### config.mk
export PLATFORM = sky130hd
export DESIGN_NAME = optical_flow_frame_parser
export DESIGN_NICKNAME = d
export VERILOG_FILES = /design/src/ofp_pkg.sv /design/src/ofp_front.sv /design/src/ofp_queue.sv /design/src/ofp_back.sv /design/src/optical_flow_frame_parser.sv
export SDC_FILE = /design/constraint.sdc
export NUM_CORES = 1
export LEC_CHECK = 0
export BUFFER_PORTS_ARGS = -buffer_cell sky130_fd_sc_hd__buf_2
export CAP_MARGIN = 0
export CORE_ASPECT_RATIO = 1.25
export CORE_UTILIZATION = 35
export CTS_CLUSTER_DIAMETER = 120
export DETAILED_ROUTE_END_ITERATION = 8
export PLACE_DENSITY = 0.52
export RECOVER_POWER = 50
export SLEW_MARGIN = 20
export SYNTH_ARGS = -nofsm -noshare
export SYNTH_HDL_FRONTEND = slang
export SYNTH_SLANG_ARGS = --single-unit
### constraint.sdc
create_clock -name clock -period 5.5 [get_ports clock]
set_input_delay 0.55 -clock clock [delete_from_list [all_inputs] [get_ports clock]]
set_output_delay 0.55 -clock clock [all_outputs]
set_load 0.005 [all_outputs]
### src/ofp_pkg.sv
// ofp_pkg: types, constants and helpers for the optical flow frame parser
// no dependencies; used by ofp_front, ofp_queue, ofp_back and the top level
package ofp_pkg;

   localparam int ACC_WIDTH = 32;
   localparam int OUT_WIDTH = 32;
   localparam int QUEUE_DEPTH = 2;
   localparam int QPTR_WIDTH = $clog2(QUEUE_DEPTH);
   localparam int QCNT_WIDTH = $clog2(QUEUE_DEPTH + 1);

   localparam logic [7:0] HDR_FIRST = 8'hFE;
   localparam logic [7:0] HDR_SECOND = 8'h04;
   localparam logic [7:0] TAIL_A = 8'hAA;
   localparam logic [7:0] TAIL_B = 8'hBB;
   localparam logic [3:0] FIRST_PAYLOAD_INDEX = 4'd2;
   localparam logic [3:0] TAIL_INDEX = 4'd8;

   localparam logic signed [ACC_WIDTH-1:0] ACC_MAX = {1'b0, {(ACC_WIDTH - 1){1'b1}}};
   localparam logic signed [ACC_WIDTH-1:0] ACC_MIN = {1'b1, {(ACC_WIDTH - 1){1'b0}}};

   typedef enum logic [1:0] {
      PH_HUNT,
      PH_HDR_SECOND,
      PH_PAYLOAD
   } phase_type;

   typedef enum logic {
      REQ_BYTE  = 1'b0,
      REQ_CLEAR = 1'b1
   } req_kind_type;

   typedef enum logic {
      CMD_FRAME,
      CMD_CLEAR
   } cmd_kind_type;

   // one entry of the queue between parser and accumulator
   typedef struct packed {
      cmd_kind_type kind;
      logic frame_ok;
      logic [15:0] raw_x;
      logic [15:0] raw_y;
      logic [7:0] quality;
   } cmd_type;

   function automatic logic signed [ACC_WIDTH-1:0] sat_add(
      input logic signed [ACC_WIDTH-1:0] acc,
      input logic signed [15:0] delta
   );
      logic signed [ACC_WIDTH:0] s;
      s = (ACC_WIDTH + 1)'(acc) + (ACC_WIDTH + 1)'(delta);
      if (s[ACC_WIDTH] != s[ACC_WIDTH-1]) begin
         return s[ACC_WIDTH] ? ACC_MIN : ACC_MAX;
      end
      return s[ACC_WIDTH-1:0];
   endfunction

   // low output bits of an integral, sign-extended when the integral is narrower
   function automatic logic [OUT_WIDTH-1:0] acc_out(input logic signed [ACC_WIDTH-1:0] acc);
      logic signed [63:0] w;
      w = 64'(acc);
      return w[OUT_WIDTH-1:0];
   endfunction

endpackage

### src/ofp_front.sv
// ofp_front: byte parser, hunts for the header and assembles frames
// depends on ofp_pkg; pushes frame and clear commands into ofp_queue
module ofp_front (
   input  logic            clock,
   input  logic            reset,
   input  logic            in_valid,
   output logic            in_ready,
   input  logic            in_kind,
   input  logic [7:0]      in_byte,
   output logic            push_valid,
   input  logic            push_ready,
   output ofp_pkg::cmd_type push_cmd
);

   ofp_pkg::phase_type phase_ff, phase_in;
   logic [3:0] index_ff, index_in;
   logic [7:0] frame_ff [2:7];
   logic accept;
   logic is_clear;
   logic last_byte;
   logic [7:0] cksum;
   logic tail_ok;

   assign in_ready = push_ready;
   assign accept = in_valid & push_ready;
   assign is_clear = (in_kind == ofp_pkg::REQ_CLEAR);
   assign last_byte = (phase_ff == ofp_pkg::PH_PAYLOAD) && (index_ff == ofp_pkg::TAIL_INDEX);

   always_ff @(posedge clock) begin
      if (reset) begin
         phase_ff <= ofp_pkg::PH_HUNT;
         index_ff <= '0;
      end else begin
         phase_ff <= phase_in;
         index_ff <= index_in;
      end
   end

   // payload bytes, no reset needed
   always_ff @(posedge clock) begin
      if (accept && !is_clear && phase_ff == ofp_pkg::PH_PAYLOAD && !last_byte) begin
         frame_ff[index_ff[2:0]] <= in_byte;
      end
   end

   // next state
   always_comb begin
      phase_in = phase_ff;
      index_in = index_ff;
      if (accept && !is_clear) begin
         case (phase_ff)
            ofp_pkg::PH_HUNT: begin
               if (in_byte == ofp_pkg::HDR_FIRST) begin
                  phase_in = ofp_pkg::PH_HDR_SECOND;
                  index_in = 4'd1;
               end
            end
            ofp_pkg::PH_HDR_SECOND: begin
               // a wrong second byte is not retried as a first header byte
               if (in_byte == ofp_pkg::HDR_SECOND) begin
                  phase_in = ofp_pkg::PH_PAYLOAD;
                  index_in = ofp_pkg::FIRST_PAYLOAD_INDEX;
               end else begin
                  phase_in = ofp_pkg::PH_HUNT;
                  index_in = '0;
               end
            end
            ofp_pkg::PH_PAYLOAD: begin
               if (last_byte) begin
                  phase_in = ofp_pkg::PH_HUNT;
                  index_in = '0;
               end else begin
                  index_in = index_ff + 4'd1;
               end
            end
            default: begin
               phase_in = ofp_pkg::PH_HUNT;
               index_in = '0;
            end
         endcase
      end
   end

   // outputs
   assign cksum = frame_ff[2] + frame_ff[3] + frame_ff[4] + frame_ff[5];
   assign tail_ok = (in_byte == ofp_pkg::TAIL_A) || (in_byte == ofp_pkg::TAIL_B);

   always_comb begin
      push_valid = in_valid && (is_clear || last_byte);
      push_cmd.kind = is_clear ? ofp_pkg::CMD_CLEAR : ofp_pkg::CMD_FRAME;
      push_cmd.frame_ok = (cksum == frame_ff[6]) && tail_ok;
      push_cmd.raw_x = {frame_ff[3], frame_ff[2]};
      push_cmd.raw_y = {frame_ff[5], frame_ff[4]};
      push_cmd.quality = frame_ff[7];
   end

endmodule

### src/ofp_queue.sv
// ofp_queue: short command queue between the parser and the accumulator
// depends on ofp_pkg for the entry type and depth
module ofp_queue (
   input  logic            clock,
   input  logic            reset,
   input  logic            wr_valid,
   output logic            wr_ready,
   input  ofp_pkg::cmd_type wr_cmd,
   output logic            rd_valid,
   input  logic            rd_ready,
   output ofp_pkg::cmd_type rd_cmd
);

   ofp_pkg::cmd_type store_ff [ofp_pkg::QUEUE_DEPTH];
   logic [ofp_pkg::QPTR_WIDTH-1:0] wr_ptr_ff, wr_ptr_in;
   logic [ofp_pkg::QPTR_WIDTH-1:0] rd_ptr_ff, rd_ptr_in;
   logic [ofp_pkg::QCNT_WIDTH-1:0] count_ff, count_in;
   logic push;
   logic pop;

   assign wr_ready = (count_ff != ofp_pkg::QCNT_WIDTH'(ofp_pkg::QUEUE_DEPTH));
   assign rd_valid = (count_ff != '0);
   assign push = wr_valid & wr_ready;
   assign pop = rd_valid & rd_ready;
   assign rd_cmd = store_ff[rd_ptr_ff];

   function automatic logic [ofp_pkg::QPTR_WIDTH-1:0] next_ptr(
      input logic [ofp_pkg::QPTR_WIDTH-1:0] p
   );
      if (p == ofp_pkg::QPTR_WIDTH'(ofp_pkg::QUEUE_DEPTH - 1)) begin
         return '0;
      end
      return p + 1'b1;
   endfunction

   always_comb begin
      wr_ptr_in = push ? next_ptr(wr_ptr_ff) : wr_ptr_ff;
      rd_ptr_in = pop ? next_ptr(rd_ptr_ff) : rd_ptr_ff;
      count_in = count_ff;
      if (push && !pop) begin
         count_in = count_ff + 1'b1;
      end else if (pop && !push) begin
         count_in = count_ff - 1'b1;
      end
   end

   always_ff @(posedge clock) begin
      if (reset) begin
         wr_ptr_ff <= '0;
         rd_ptr_ff <= '0;
         count_ff <= '0;
      end else begin
         wr_ptr_ff <= wr_ptr_in;
         rd_ptr_ff <= rd_ptr_in;
         count_ff <= count_in;
      end
   end

   always_ff @(posedge clock) begin
      if (push) begin
         store_ff[wr_ptr_ff] <= wr_cmd;
      end
   end

endmodule

### src/ofp_back.sv
// ofp_back: applies commands to the integrals and counters, holds the result register
// depends on ofp_pkg for the command type and saturating add
module ofp_back (
   input  logic             clock,
   input  logic             reset,
   input  logic             cmd_valid,
   output logic             cmd_ready,
   input  ofp_pkg::cmd_type cmd,
   output logic             out_valid,
   input  logic             out_ready,
   output logic             out_ok,
   output logic [167:0]     out_data
);

   logic signed [ofp_pkg::ACC_WIDTH-1:0] sum_fwd_ff, sum_fwd_in;
   logic signed [ofp_pkg::ACC_WIDTH-1:0] sum_right_ff, sum_right_in;
   logic [31:0] good_ff, good_in;
   logic [31:0] bad_ff, bad_in;
   logic valid_ff, valid_in;
   logic ok_ff;
   logic [15:0] fwd_ff, fwd_in;
   logic [15:0] right_ff, right_in;
   logic [7:0] qual_ff, qual_in;
   logic take;
   logic is_clear;
   logic [15:0] neg_x;

   assign is_clear = (cmd.kind == ofp_pkg::CMD_CLEAR);
   // clears wait as well, the integrals feed the waiting result
   assign cmd_ready = !valid_ff || out_ready;
   assign take = cmd_valid & cmd_ready;
   assign neg_x = 16'd0 - cmd.raw_x;

   always_comb begin
      sum_fwd_in = sum_fwd_ff;
      sum_right_in = sum_right_ff;
      good_in = good_ff;
      bad_in = bad_ff;
      valid_in = valid_ff && !out_ready;
      fwd_in = '0;
      right_in = '0;
      qual_in = '0;
      if (take) begin
         if (is_clear) begin
            sum_fwd_in = '0;
            sum_right_in = '0;
         end else begin
            valid_in = 1'b1;
            if (cmd.frame_ok) begin
               fwd_in = cmd.raw_y;
               right_in = neg_x;
               qual_in = cmd.quality;
               sum_fwd_in = ofp_pkg::sat_add(sum_fwd_ff, cmd.raw_y);
               sum_right_in = ofp_pkg::sat_add(sum_right_ff, neg_x);
               good_in = good_ff + 32'd1;
            end else begin
               bad_in = bad_ff + 32'd1;
            end
         end
      end
   end

   always_ff @(posedge clock) begin
      if (reset) begin
         sum_fwd_ff <= '0;
         sum_right_ff <= '0;
         good_ff <= '0;
         bad_ff <= '0;
         valid_ff <= 1'b0;
      end else begin
         sum_fwd_ff <= sum_fwd_in;
         sum_right_ff <= sum_right_in;
         good_ff <= good_in;
         bad_ff <= bad_in;
         valid_ff <= valid_in;
      end
   end

   always_ff @(posedge clock) begin
      if (take && !is_clear) begin
         ok_ff <= cmd.frame_ok;
         fwd_ff <= fwd_in;
         right_ff <= right_in;
         qual_ff <= qual_in;
      end
   end

   // counters and integrals stay put while a result waits, so they are read live
   assign out_valid = valid_ff;
   assign out_ok = ok_ff;
   assign out_data = {bad_ff, good_ff, ofp_pkg::acc_out(sum_right_ff),
                      ofp_pkg::acc_out(sum_fwd_ff), qual_ff, right_ff, fwd_ff};

endmodule

### src/optical_flow_frame_parser.sv
// channel   dir  handshake                 payload
// req_      in   req_tvalid / req_tready   tuser: req_type, tdata: rx_byte
// rsp_      out  rsp_tvalid / rsp_tready   tuser: frame_ok, tdata: flows, integrals, counts
//
// one byte accepted per cycle while req_tready is high; a frame result passes through the
// queue, then the result register, and clear requests travel the same queue in order
// reset is synchronous and zeroes integrals, counters and parser state
// req_tready drops only when the two-entry queue fills behind a stalled rsp_ side
//
// optical_flow_frame_parser: top level; depends on ofp_pkg, ofp_front, ofp_queue, ofp_back
module optical_flow_frame_parser (
   input  logic         clock,
   input  logic         reset,
   input  logic         req_tvalid,
   output logic         req_tready,
   input  logic [7:0]   req_tdata,  // [7:0] rx_byte
   input  logic         req_tuser,  // [0] req_type
   output logic         rsp_tvalid,
   input  logic         rsp_tready,
   output logic [167:0] rsp_tdata,  // [15:0] flow_fwd, [31:16] flow_right, [39:32] quality,
                                    // [71:40] integral_fwd, [103:72] integral_right,
                                    // [135:104] good_frames, [167:136] bad_frames
   output logic         rsp_tuser   // [0] frame_ok
);

   logic push_valid;
   logic push_ready;
   ofp_pkg::cmd_type push_cmd;
   logic pop_valid;
   logic pop_ready;
   ofp_pkg::cmd_type pop_cmd;

   ofp_front u_front (
      .clock      (clock),
      .reset      (reset),
      .in_valid   (req_tvalid),
      .in_ready   (req_tready),
      .in_kind    (req_tuser),
      .in_byte    (req_tdata),
      .push_valid (push_valid),
      .push_ready (push_ready),
      .push_cmd   (push_cmd)
   );

   ofp_queue u_queue (
      .clock    (clock),
      .reset    (reset),
      .wr_valid (push_valid),
      .wr_ready (push_ready),
      .wr_cmd   (push_cmd),
      .rd_valid (pop_valid),
      .rd_ready (pop_ready),
      .rd_cmd   (pop_cmd)
   );

   ofp_back u_back (
      .clock     (clock),
      .reset     (reset),
      .cmd_valid (pop_valid),
      .cmd_ready (pop_ready),
      .cmd       (pop_cmd),
      .out_valid (rsp_tvalid),
      .out_ready (rsp_tready),
      .out_ok    (rsp_tuser),
      .out_data  (rsp_tdata)
   );

endmodule

Yosys cells after proc, flatten, opt, wreduce, memory -nomap -nowiden
Memories as Yosys holds them, arrays and structs flattened. A register that Yosys moved wholly into a read port is not among the register bits.
Index checks and enable logic that the tools add are counted.
W data, S select, Z words.

storage, ports and cells
  memories = 2
  bits in writable memories = 132
  bits in latches = 0
  output and inout port bits = 171
  bits in read-only memories = 0
  input bits = 13
  register bits = 180

memory list
  memory            depth  bits a word  rd ports  clocked after memory_dff  write ports  line             source
  u_queue.store_ff  2      42           1         1                         1            ofp_queue.sv:14  ofp_pkg::cmd_type store_ff [ofp_pkg::QUEUE_DEPTH];
  u_front.frame_ff  6      8            6         0                         1            ofp_front.sv:17  logic [7:0] frame_ff [2:7];

cells by class
  shift-type cells = 0
  div/mod/pow operators = 0
  add/sub/neg operators = 13
  equality and inequality tests = 13
  multiplexer cells = 43
  reduce and logical (&&, ||, !) cells = 30
  multiply operators = 0
  magnitude comparators = 0
  bitwise logic cells = 6

operator list
  kind                     count
  $mux W32                 10
  $add A32 B16 Y33         2
  $add A32 B1 Y32 const B  2
  $add A8 B8 Y8            3
  $eq A8 B8 Y1 const B     3
  $mux W1                  23
  $sub A1 B16 Y16 const A  1
  $mux W2                  6
  $pmux W4 S3              1
  $logic_and A1 B1 Y1      10
  $reduce_and A3 Y1        3
  $eq A8 B3 Y1 const B     1
  $eq A8 B8 Y1             1
  $mux W4                  2
  $logic_not A1 Y1         7
  $pmux W2 S3              1
  $reduce_bool A2 Y1       3
  $add A4 B1 Y4 const B    1
  $eq A4 B4 Y1 const B     1
  $ne A2 B1 Y1 const B     2
  $reduce_and A2 Y1        2
  $and A1 B1 Y1            3
  $logic_or A1 B1 Y1       3
  $not A1 Y1               3
  9 further kinds          11

Logic depth before layout (Yosys ltp)
Gate-level depths: netlist (run 1).

  word-level depth = 10
  mapped depth = 24

Cells and area by module
From an unflattened synthesis (run 1), not the netlist that was laid out.

unflattened totals
  cell total of the unflattened synthesis = 1540
  area total of the unflattened synthesis = 16266.9 µm²

by module, submodules not included
  module     times used  area an instance (µm²)  sequential area each (µm²)  cells an instance
  ofp_back   1           10476.3                 3813.7                      1212
  ofp_queue  1           3243.1                  2622.5                      155
  ofp_front  1           2547.4                  1561.5                      173

Least setup slack after synthesis (run 1)
OpenSTA, ideal clock, no wires.

  kind = register -> register
  from = register with a tool-made name
  to = register u_back.sum_right_ff[23] (netlist bit)
  setup time = 69 ps
  clock period less this slack = 5458 ps
  cell stages (with the launch flop) = 25
  required time = 5431 ps
  path slack = 42 ps
  data arrival time = 5388 ps
  path through = dfxtp_1 > buf_6 > buf_2 > buf_1 > buf_1 > buf_2 > mux2i_1 > ha_1 > o21ai_0 > nand2b_1 > or3_1 > a21oi_1 > a21oi_1 > ha_1 > o21a_1 > or2_4 > a31o_1 > o211ai_2 > a31oi_1 > or4_1 > nand4_1 > buf_6 > buf_12 > o21ai_2 > a21oi_2

RTL lines
  element               line            source
  end signal, assigned  ofp_back.sv:72  sum_right_ff <= sum_right_in;
  end, declared         ofp_back.sv:16  logic signed [ofp_pkg::ACC_WIDTH-1:0] sum_right_ff, sum_right_in;

==> run_results.csv, run 1 <==
group,metric,value,unit
run_status,status,"finished with violations",
run_status,violations,"capacitance limit, slew limit",
timing,finalCriticalPeriod,5.10,ns
critical_path,rr_worst_depth,17,
critical_path,worst-setup-path-type,"flop to flop",
final_layout,final_common_cell,"edfxtp_1",
cts,path_clk_slew,0.06,ns
timing,tightestPinTransition,2.56,ns
die,ios,184,
synthesis,syn_nets,1662,
timing,rsz0062_at_grt,"no",
global_routing,grt_use_met3,0.0368,
detailed_routing,post_drt_via_cell_ratio,5.14,
cts,ctsLongestPathBuffers,3,
detailed_routing,drt-initial-drc-count,684,
die,core,46100,um2
critical_path,rr_endpoint,"u_back.sum_right_ff[25]",
critical_path,crit_chain,"mux2i_1 -> o21ai_0 -> or3_1 -> or3_1 -> nor3b_1 -> xor2_1 -> buf_4 -> ha_1 -> a211oi_1 -> nor3_1 -> o41ai_2 -> a31oi_2 -> or4_1 -> nand4_1 -> buf_4 -> o21ai_0 -> a21oi_1",
timing,finalSetupViolations,0,
pwr,p_sw_frac,0.328,
global_routing,grt_max_degree,82,
cts,cts_tree,"yes",
final_layout,num-fill-cells,4478,
final_layout,final_core_util,0.413,
cts,cts_setup_buffers,0,
worst_hold_path,worstHoldStart,"rsp_tready",
pwr,power_density,402,nW/um2
critical_path,startpoint_type,"flop",
synthesis,synth_cell_types,89,
detailed_routing,avgRoutedWirePerCell,17.6,um
global_routing,grtUsageMet1,0.215,
timing,finalCritPeriodShare,0.927,
pwr,clkPwrFrac,0.335,
final_layout,area_growth,16.3,%
placed_design,hpwl,29600,um
die,num_rows,88,
die,dieWidth,196,um
critical_path,worstPathArrival,5.56,ns
global_routing,met2_usage,0.286,
synthesis,async_flop_share,0,
timing,hold_viol,0,
final_layout,n_antenna_cell,0,
detailed_routing,wl,41300,um
global_routing,antenna_found_initial,0,
worst_hold_path,hp-class,"input port to flop",
pwr,combPwrFrac,0.292,
critical_path,crit_path_end_kind,"flop",
pwr,leakagePower,0.00726,uW
die,chipHeight,244,um
final_layout,regArea,8000,um2
pwr,seq_power_share,0.373,
cts,cts_sinks,313,
critical_path,slowest_stage,"or4_1",
detailed_routing,vias,12068,
pwr,peakVddDrop,0.181,mV
worst_hold_path,hold-path-cell-count,3,
detailed_routing,firstDrtPassIters,5,
final_layout,finalNetCount,1844,
final_layout,mostFrequentLayoutCells,"173 x edfxtp_1, 139 x dfxtp_1, 138 x nor2_1, 132 x nand2_1, 114 x clkbuf_1",
detailed_routing,ant_nets,0,
run,maxCapViolations,1,
timing,slew_headroom,-0.710,
pwr,p_total,7670,uW
cts,htreeDepth,2,
cts,worstSkewPairLatency,0.54,ns
critical_path,crit_buf_inv,2,
synthesis,synth_edf_count,173,
final_layout,multi_input_area,8000,um2
timing,report.final.slew_viol_count,43,
critical_path,crit_fanout,19,
die,dieArea,47700,um2
cts,cts-root-buf,"clkbuf_16",
critical_path,critical_path_required,5.96,ns
die,start_util,0.355,
critical_path,ff2ff_setup_slack,0.40,ns
placed_design,gp_congestion,0.888,
synthesis,syn_inst,1553,
timing,skew,0.0119,ns
worst_hold_path,hold_path_end,"u_back.out_valid",
global_routing,busiest_layer,"met2",
synthesis,syn_avg_cell_area,10.6,um2
synthesis,synth_ff_type,"edfxtp_1",
synthesis,mappedNetlistArea,16400,um2
cts,cts_buffers,36,
synthesis,ys_seq_elements,313,
critical_path,critPathTopFamily,"simple AND/OR/NAND/NOR gates",
synthesis,yosysWarnings,0,
global_routing,grt.total_usage,0.170,
global_routing,grt_pass1_wl,64200,um
detailed_routing,post-route-drc-count,0,
global_routing,grt_overflow,0,
final_layout,drive_gt1_frac,0.127,
pwr,switchingPower,2510,uW
timing,timing.fmax,196,MHz
pwr,internal_power,5150,uW
synthesis,ys_seq_area_frac,0.488,
timing,setup-tns-final,0,ns
global_routing,grt_pass1_vias,11745,
critical_path,critical_path_depth,17,
placed_design,io_buffers,183,
critical_path,critPathMaxStageDelay,0.52,ns
## registers in the layout (all words and copies together) (netlist names), named ones only
register,flops
u_queue.rd_ptr_ff,1
u_queue.store_ff,84
u_back.bad_ff,32
u_back.fwd_ff,16
u_back.sum_fwd_ff,32
u_back.good_ff,32
u_front.index_ff,4
u_back.out_valid,1
u_front.phase_ff,2
u_back.out_ok,1
u_queue.wr_ptr_ff,1
u_back.right_ff,16
u_back.sum_right_ff,32
u_front.frame_ff,48
u_back.qual_ff,8
u_queue.count_ff,2
## final cells by class
type,count,area share
sequential,313,0.420
inverter,39,0.00768
multi-input combinational,1143,0.420
clock inverter,21,0.0154
timing repair buffer,202,0.0485
tap,585,0.0384
clock buffer,44,0.0500
## synth_stat cells, types with 20 or more instances
master | count | area, um2
edfxtp_1 | 173 | 5190
dfxtp_1 | 140 | 2800
nor2_1 | 139 | 522
nand2_1 | 132 | 495
a21oi_1 | 110 | 551
xor2_1 | 85 | 744
ha_1 | 80 | 1000
o21ai_0 | 74 | 370
xnor2_1 | 61 | 534
inv_1 | 39 | 146
clkbuf_1 | 32 | 120
a22o_1 | 30 | 263
nand4_1 | 30 | 188
nor2b_1 | 28 | 175
nand3_1 | 27 | 135
a21o_1 | 26 | 195
mux2i_1 | 25 | 250
nor3_1 | 24 | 120
and2_1 | 22 | 138
or3_1 | 20 | 125
## power groups by stage
stage          sequential [uW]  clock (uW)  combinational (uW)
5_1_grt                   2890        2720                2490
6_report                  2860        2570                2240
4_1_cts                   2860        2640                2270
3_3_place_gp              2910           0                2250
3_5_place_dp              2910           0                2260
2_1_floorplan             2880           0                1620
## cell families after synthesis
logic type,Yosys count,share of synthesized area
compound gates,358,0.145
xor+xnor,146,0.0780
simple gates,495,0.152
flops,313,0.488
buf+inv,97,0.0259
fa+ha+maj,100,0.0831
mux,44,0.0283
## through the flow
stage               setup slack, ns  std cells  hold slack [ns]  instance area (um2)
global placement              0.376       2282            0.426                17900
floorplan                    0.0422       1553            0.421                16400
finish                        0.399       2347            0.303                19100
detailed placement            0.295       2282            0.429                17900
CTS                           0.275       2347            0.218                19200
global route                 0.0315       2347            0.291                19100
## worst max path at each step
stage	from	slack (ns)	endpoint
after floorplan	flop	0.04	u_back.sum_right_ff[23]
after global placement	flop	0.38	u_back.sum_right_ff[29]
after detailed placement	flop	0.30	u_back.sum_right_ff[27]
after CTS	flop	0.28	u_back.sum_right_ff[25]
after global routing	flop	0.03	u_back.sum_right_ff[27]
final	flop	0.40	u_back.sum_right_ff[25]
## layer usage
layer	vias up	share of wire
li1	6002	-
met1	5760	0.44
met4	0	0.027
met3	62	0.051
met2	244	0.48
met5	-	0
## worst register-to-register path, delay by kind of cell (launching register included)
kind                       cells  cell delay (ns)
DFF                            1             0.45
and+or+nand+nor                6             1.83
muxes                          1             0.29
xor gates and xnor gates       1             0.17
AOI/OAI and AO/OA              6             1.42
buffers and inverters          2             0.54
adders and majority gates      1             0.36
## timing repair
item | 4_1_cts | 5_1_grt
hold buffers | 0 | 0
resized for setup | 0 | 1
endpoints found under the setup margin | 0 | 25
No activity file was read; power rests on OpenSTA's default activity.
==> run 2, diff against run 1 <==
--- a/config.mk
+++ b/config.mk
@@ -7,11 +7,13 @@
 export LEC_CHECK = 0
 export BUFFER_PORTS_ARGS = -buffer_cell sky130_fd_sc_hd__buf_2
 export CAP_MARGIN = 0
+export CELL_PAD_IN_SITES_DETAIL_PLACEMENT = 1
+export CELL_PAD_IN_SITES_GLOBAL_PLACEMENT = 1
 export CORE_ASPECT_RATIO = 1.25
-export CORE_UTILIZATION = 35
+export CORE_UTILIZATION = 42
 export CTS_CLUSTER_DIAMETER = 120
 export DETAILED_ROUTE_END_ITERATION = 8
-export PLACE_DENSITY = 0.52
+export PLACE_DENSITY = 0.74
 export RECOVER_POWER = 50
 export SLEW_MARGIN = 20
 export SYNTH_ARGS = -nofsm -noshare
==> run 2 against run 1 <==
The flow still finishes with violations (capacitance limit, slew limit). Largest cell class unchanged. Die area fell by 17%. Setup slack improved by 0.054 ns. Power fell by 3.6%. Via count rose by 3.1%.
==> run_results.csv, run 2 (synthesized netlist as in run 1, its figures left out) <==
group,metric,value,unit
timing,tightestPinTransition,2.56,ns
run,maxCapViolations,1,
timing,rsz0062_at_grt,"no",
critical_path,crit_top_cell,"o21ai_0",
final_layout,top_register,"u_queue.store_ff",
placed_design,placed_area,17800,um2
final_layout,area_growth,14.7,%
final_layout,n_antenna_cell,0,
critical_path,critical_path_depth,19,
timing,finalCriticalPeriod,5.05,ns
die,dieWidth,179,um
pwr,peakVddDrop,0.233,mV
cts,cts-root-buf,"clkbuf_16",
die,core,38300,um2
detailed_routing,avgRoutedWirePerCell,19.5,um
critical_path,rr_worst_depth,19,
detailed_routing,vias,12437,
final_layout,largest_register_ffs,84,
timing,finalSetupViolations,0,
final_layout,final_common_cell,"edfxtp_1",
timing,skew,0.0137,ns
die,num_rows,80,
detailed_routing,ant_nets,0,
final_layout,drive_gt1_frac,0.119,
global_routing,grt_pass1_wl,69700,um
pwr,power_density,393,nW/um2
critical_path,crit_buf_inv,3,
detailed_routing,wl,43800,um
run_status,status,"finished with violations",
global_routing,grt_overflow,0,
placed_design,io_buffers,183,
cts,postCtsHoldBufs,0,
critical_path,ff2ff_setup_slack,0.45,ns
critical_path,worst-setup-path-type,"flop to flop",
placed_design,hpwl,31700,um
cts,htreeDepth,2,
die,start_util,0.427,
critical_path,critical_path_required,5.87,ns
cts,cts_tree,"yes",
final_layout,finalNetCount,1843,
detailed_routing,post_drt_via_cell_ratio,5.52,
cts,cts_buffers,34,
detailed_routing,firstDrtPassIters,5,
global_routing,grt_pass1_vias,13046,
placed_design,gp_congestion,0.887,
critical_path,crit_fanout,19,
die,ios,184,
die,chipHeight,223,um
critical_path,startpoint_type,"flop",
die,dieArea,39800,um2
critical_path,critPathMaxStageDelay,0.42,ns
timing,slew_headroom,-0.704,
final_layout,design_area,18800,um2
critical_path,crit_end,"u_back.sum_right_ff[13]",
critical_path,critPathTopFamily,"compound AO/OA/AOI/OAI gates",
timing,setup-tns-final,0,ns
critical_path,worstPathArrival,5.41,ns
cts,path_clk_slew,0.06,ns
critical_path,rr_endpoint,"u_back.sum_right_ff[13]",
global_routing,antenna_found_initial,0,
run_status,violations,"capacitance limit, slew limit",
worst_hold_path,hp-class,"input port to flop",
cts,cts_sinks,313,
critical_path,crit_path_end_kind,"flop",
timing,finalCritPeriodShare,0.918,
critical_path,crit_chain,"buf_4 -> nor3b_1 -> o21ai_1 -> or3_1 -> or3_1 -> nor3b_1 -> xor2_1 -> buf_6 -> ha_1 -> a21oi_1 -> o21ai_0 -> a221o_1 -> nand2_1 -> a31oi_2 -> o21ai_0 -> nand4_1 -> buf_6 -> o21ai_0 -> a21oi_1",
final_layout,mostFrequentLayoutCells,"173 x edfxtp_1, 139 x dfxtp_1, 138 x nor2_1, 132 x nand2_1, 128 x clkbuf_1",
cts,worstSkewPairLatency,0.53,ns
timing,timing.fmax,198,MHz
global_routing,grt_max_degree,75,
detailed_routing,drt-initial-drc-count,517,
global_routing,grt.total_usage,0.221,
detailed_routing,post-route-drc-count,0,
cts,ctsLongestPathBuffers,3,
timing,report.final.slew_viol_count,43,
critical_path,slowest_stage,"or3_1",
pwr,leakagePower,0.00716,uW
timing,hold_viol,0,
[run 2: changes by cell type in the layout (fill, tap and decap cells not counted), sizes merged]
cell and change:
clkinvlp -1, clkbuf +15, buf -10, bufinv -6
[run 2: worst min-delay path by stage]
stage,start,end,slack (ns),depth (start not counted)
final,rsp_tready,u_back.out_valid,0.34,3
after global routing,req_tuser,u_queue.store_ff[0][41],0.35,1
after CTS,req_tuser,u_queue.store_ff[0][41],0.25,1
after detailed placement,u_front.frame_ff[7][2],u_queue.store_ff[0][2],0.44,0
after global placement,u_front.frame_ff[7][2],u_queue.store_ff[0][2],0.42,0
after floorplan,u_front.frame_ff[7][0],u_queue.store_ff[0][0],0.42,0
[run 2: layout make-up]
| cell class | count | area [um2] |
|---|---|---|
| Fill cell | 4324 | 19600 |
| Multi-Input combinational cell | 1143 | 8020 |
| Sequential cell | 313 | 8000 |
| Clock buffer | 48 | 966 |
| Timing Repair Buffer | 203 | 922 |
| Tap cell | 492 | 616 |
| Inverter | 39 | 146 |
| Clock inverter | 14 | 113 |
[run 2: layer usage]
metal	vias up	part of all wire	wire length [um]	global-route usage
li1	5986	-	-	-
met1	6169	0.42	18400	0.270
met2	217	0.52	22700	0.393
met3	65	0.037	1600	0.0351
met4	0	0.025	1090	0.0653
met5	-	0	0	0
[run 2: timing repair]
action                                  in CTS  in global routing
pin swaps                                    0                  1
endpoints found under the setup margin       3                 31
resized for setup                            1                  9
buffers inserted                             0                  1
[run 2: tightest hold or removal path: stages]
cell and delay (ns):
buf_2 0.08, nand2b_1 0.11, a21oi_1 0.07
[run 2: metrics by stage]
stage          hold WS (ns)   util  power [uW]  setup slack [ns]  cells
2_1_floorplan         0.421      -        4500            0.0422   1553
3_3_place_gp          0.423  0.464        5140             0.305   2189
3_5_place_dp          0.436  0.464        5210            0.0610   2189
4_1_cts               0.255  0.493        7480            0.0338   2251
5_1_grt               0.347  0.490        7790            0.0316   2252
6_report              0.336  0.490        7390             0.453   2252
[run 2: report_power, final]
group | switching [uW] | leakage [uW] | internal [uW] | total, uW
logic | 1410 | 0.00390 | 872 | 2290
clock network | 953 | 0.000530 | 1280 | 2240
registers | 150 | 0.00272 | 2720 | 2870
total | 2520 | 0.00716 | 4870 | 7390
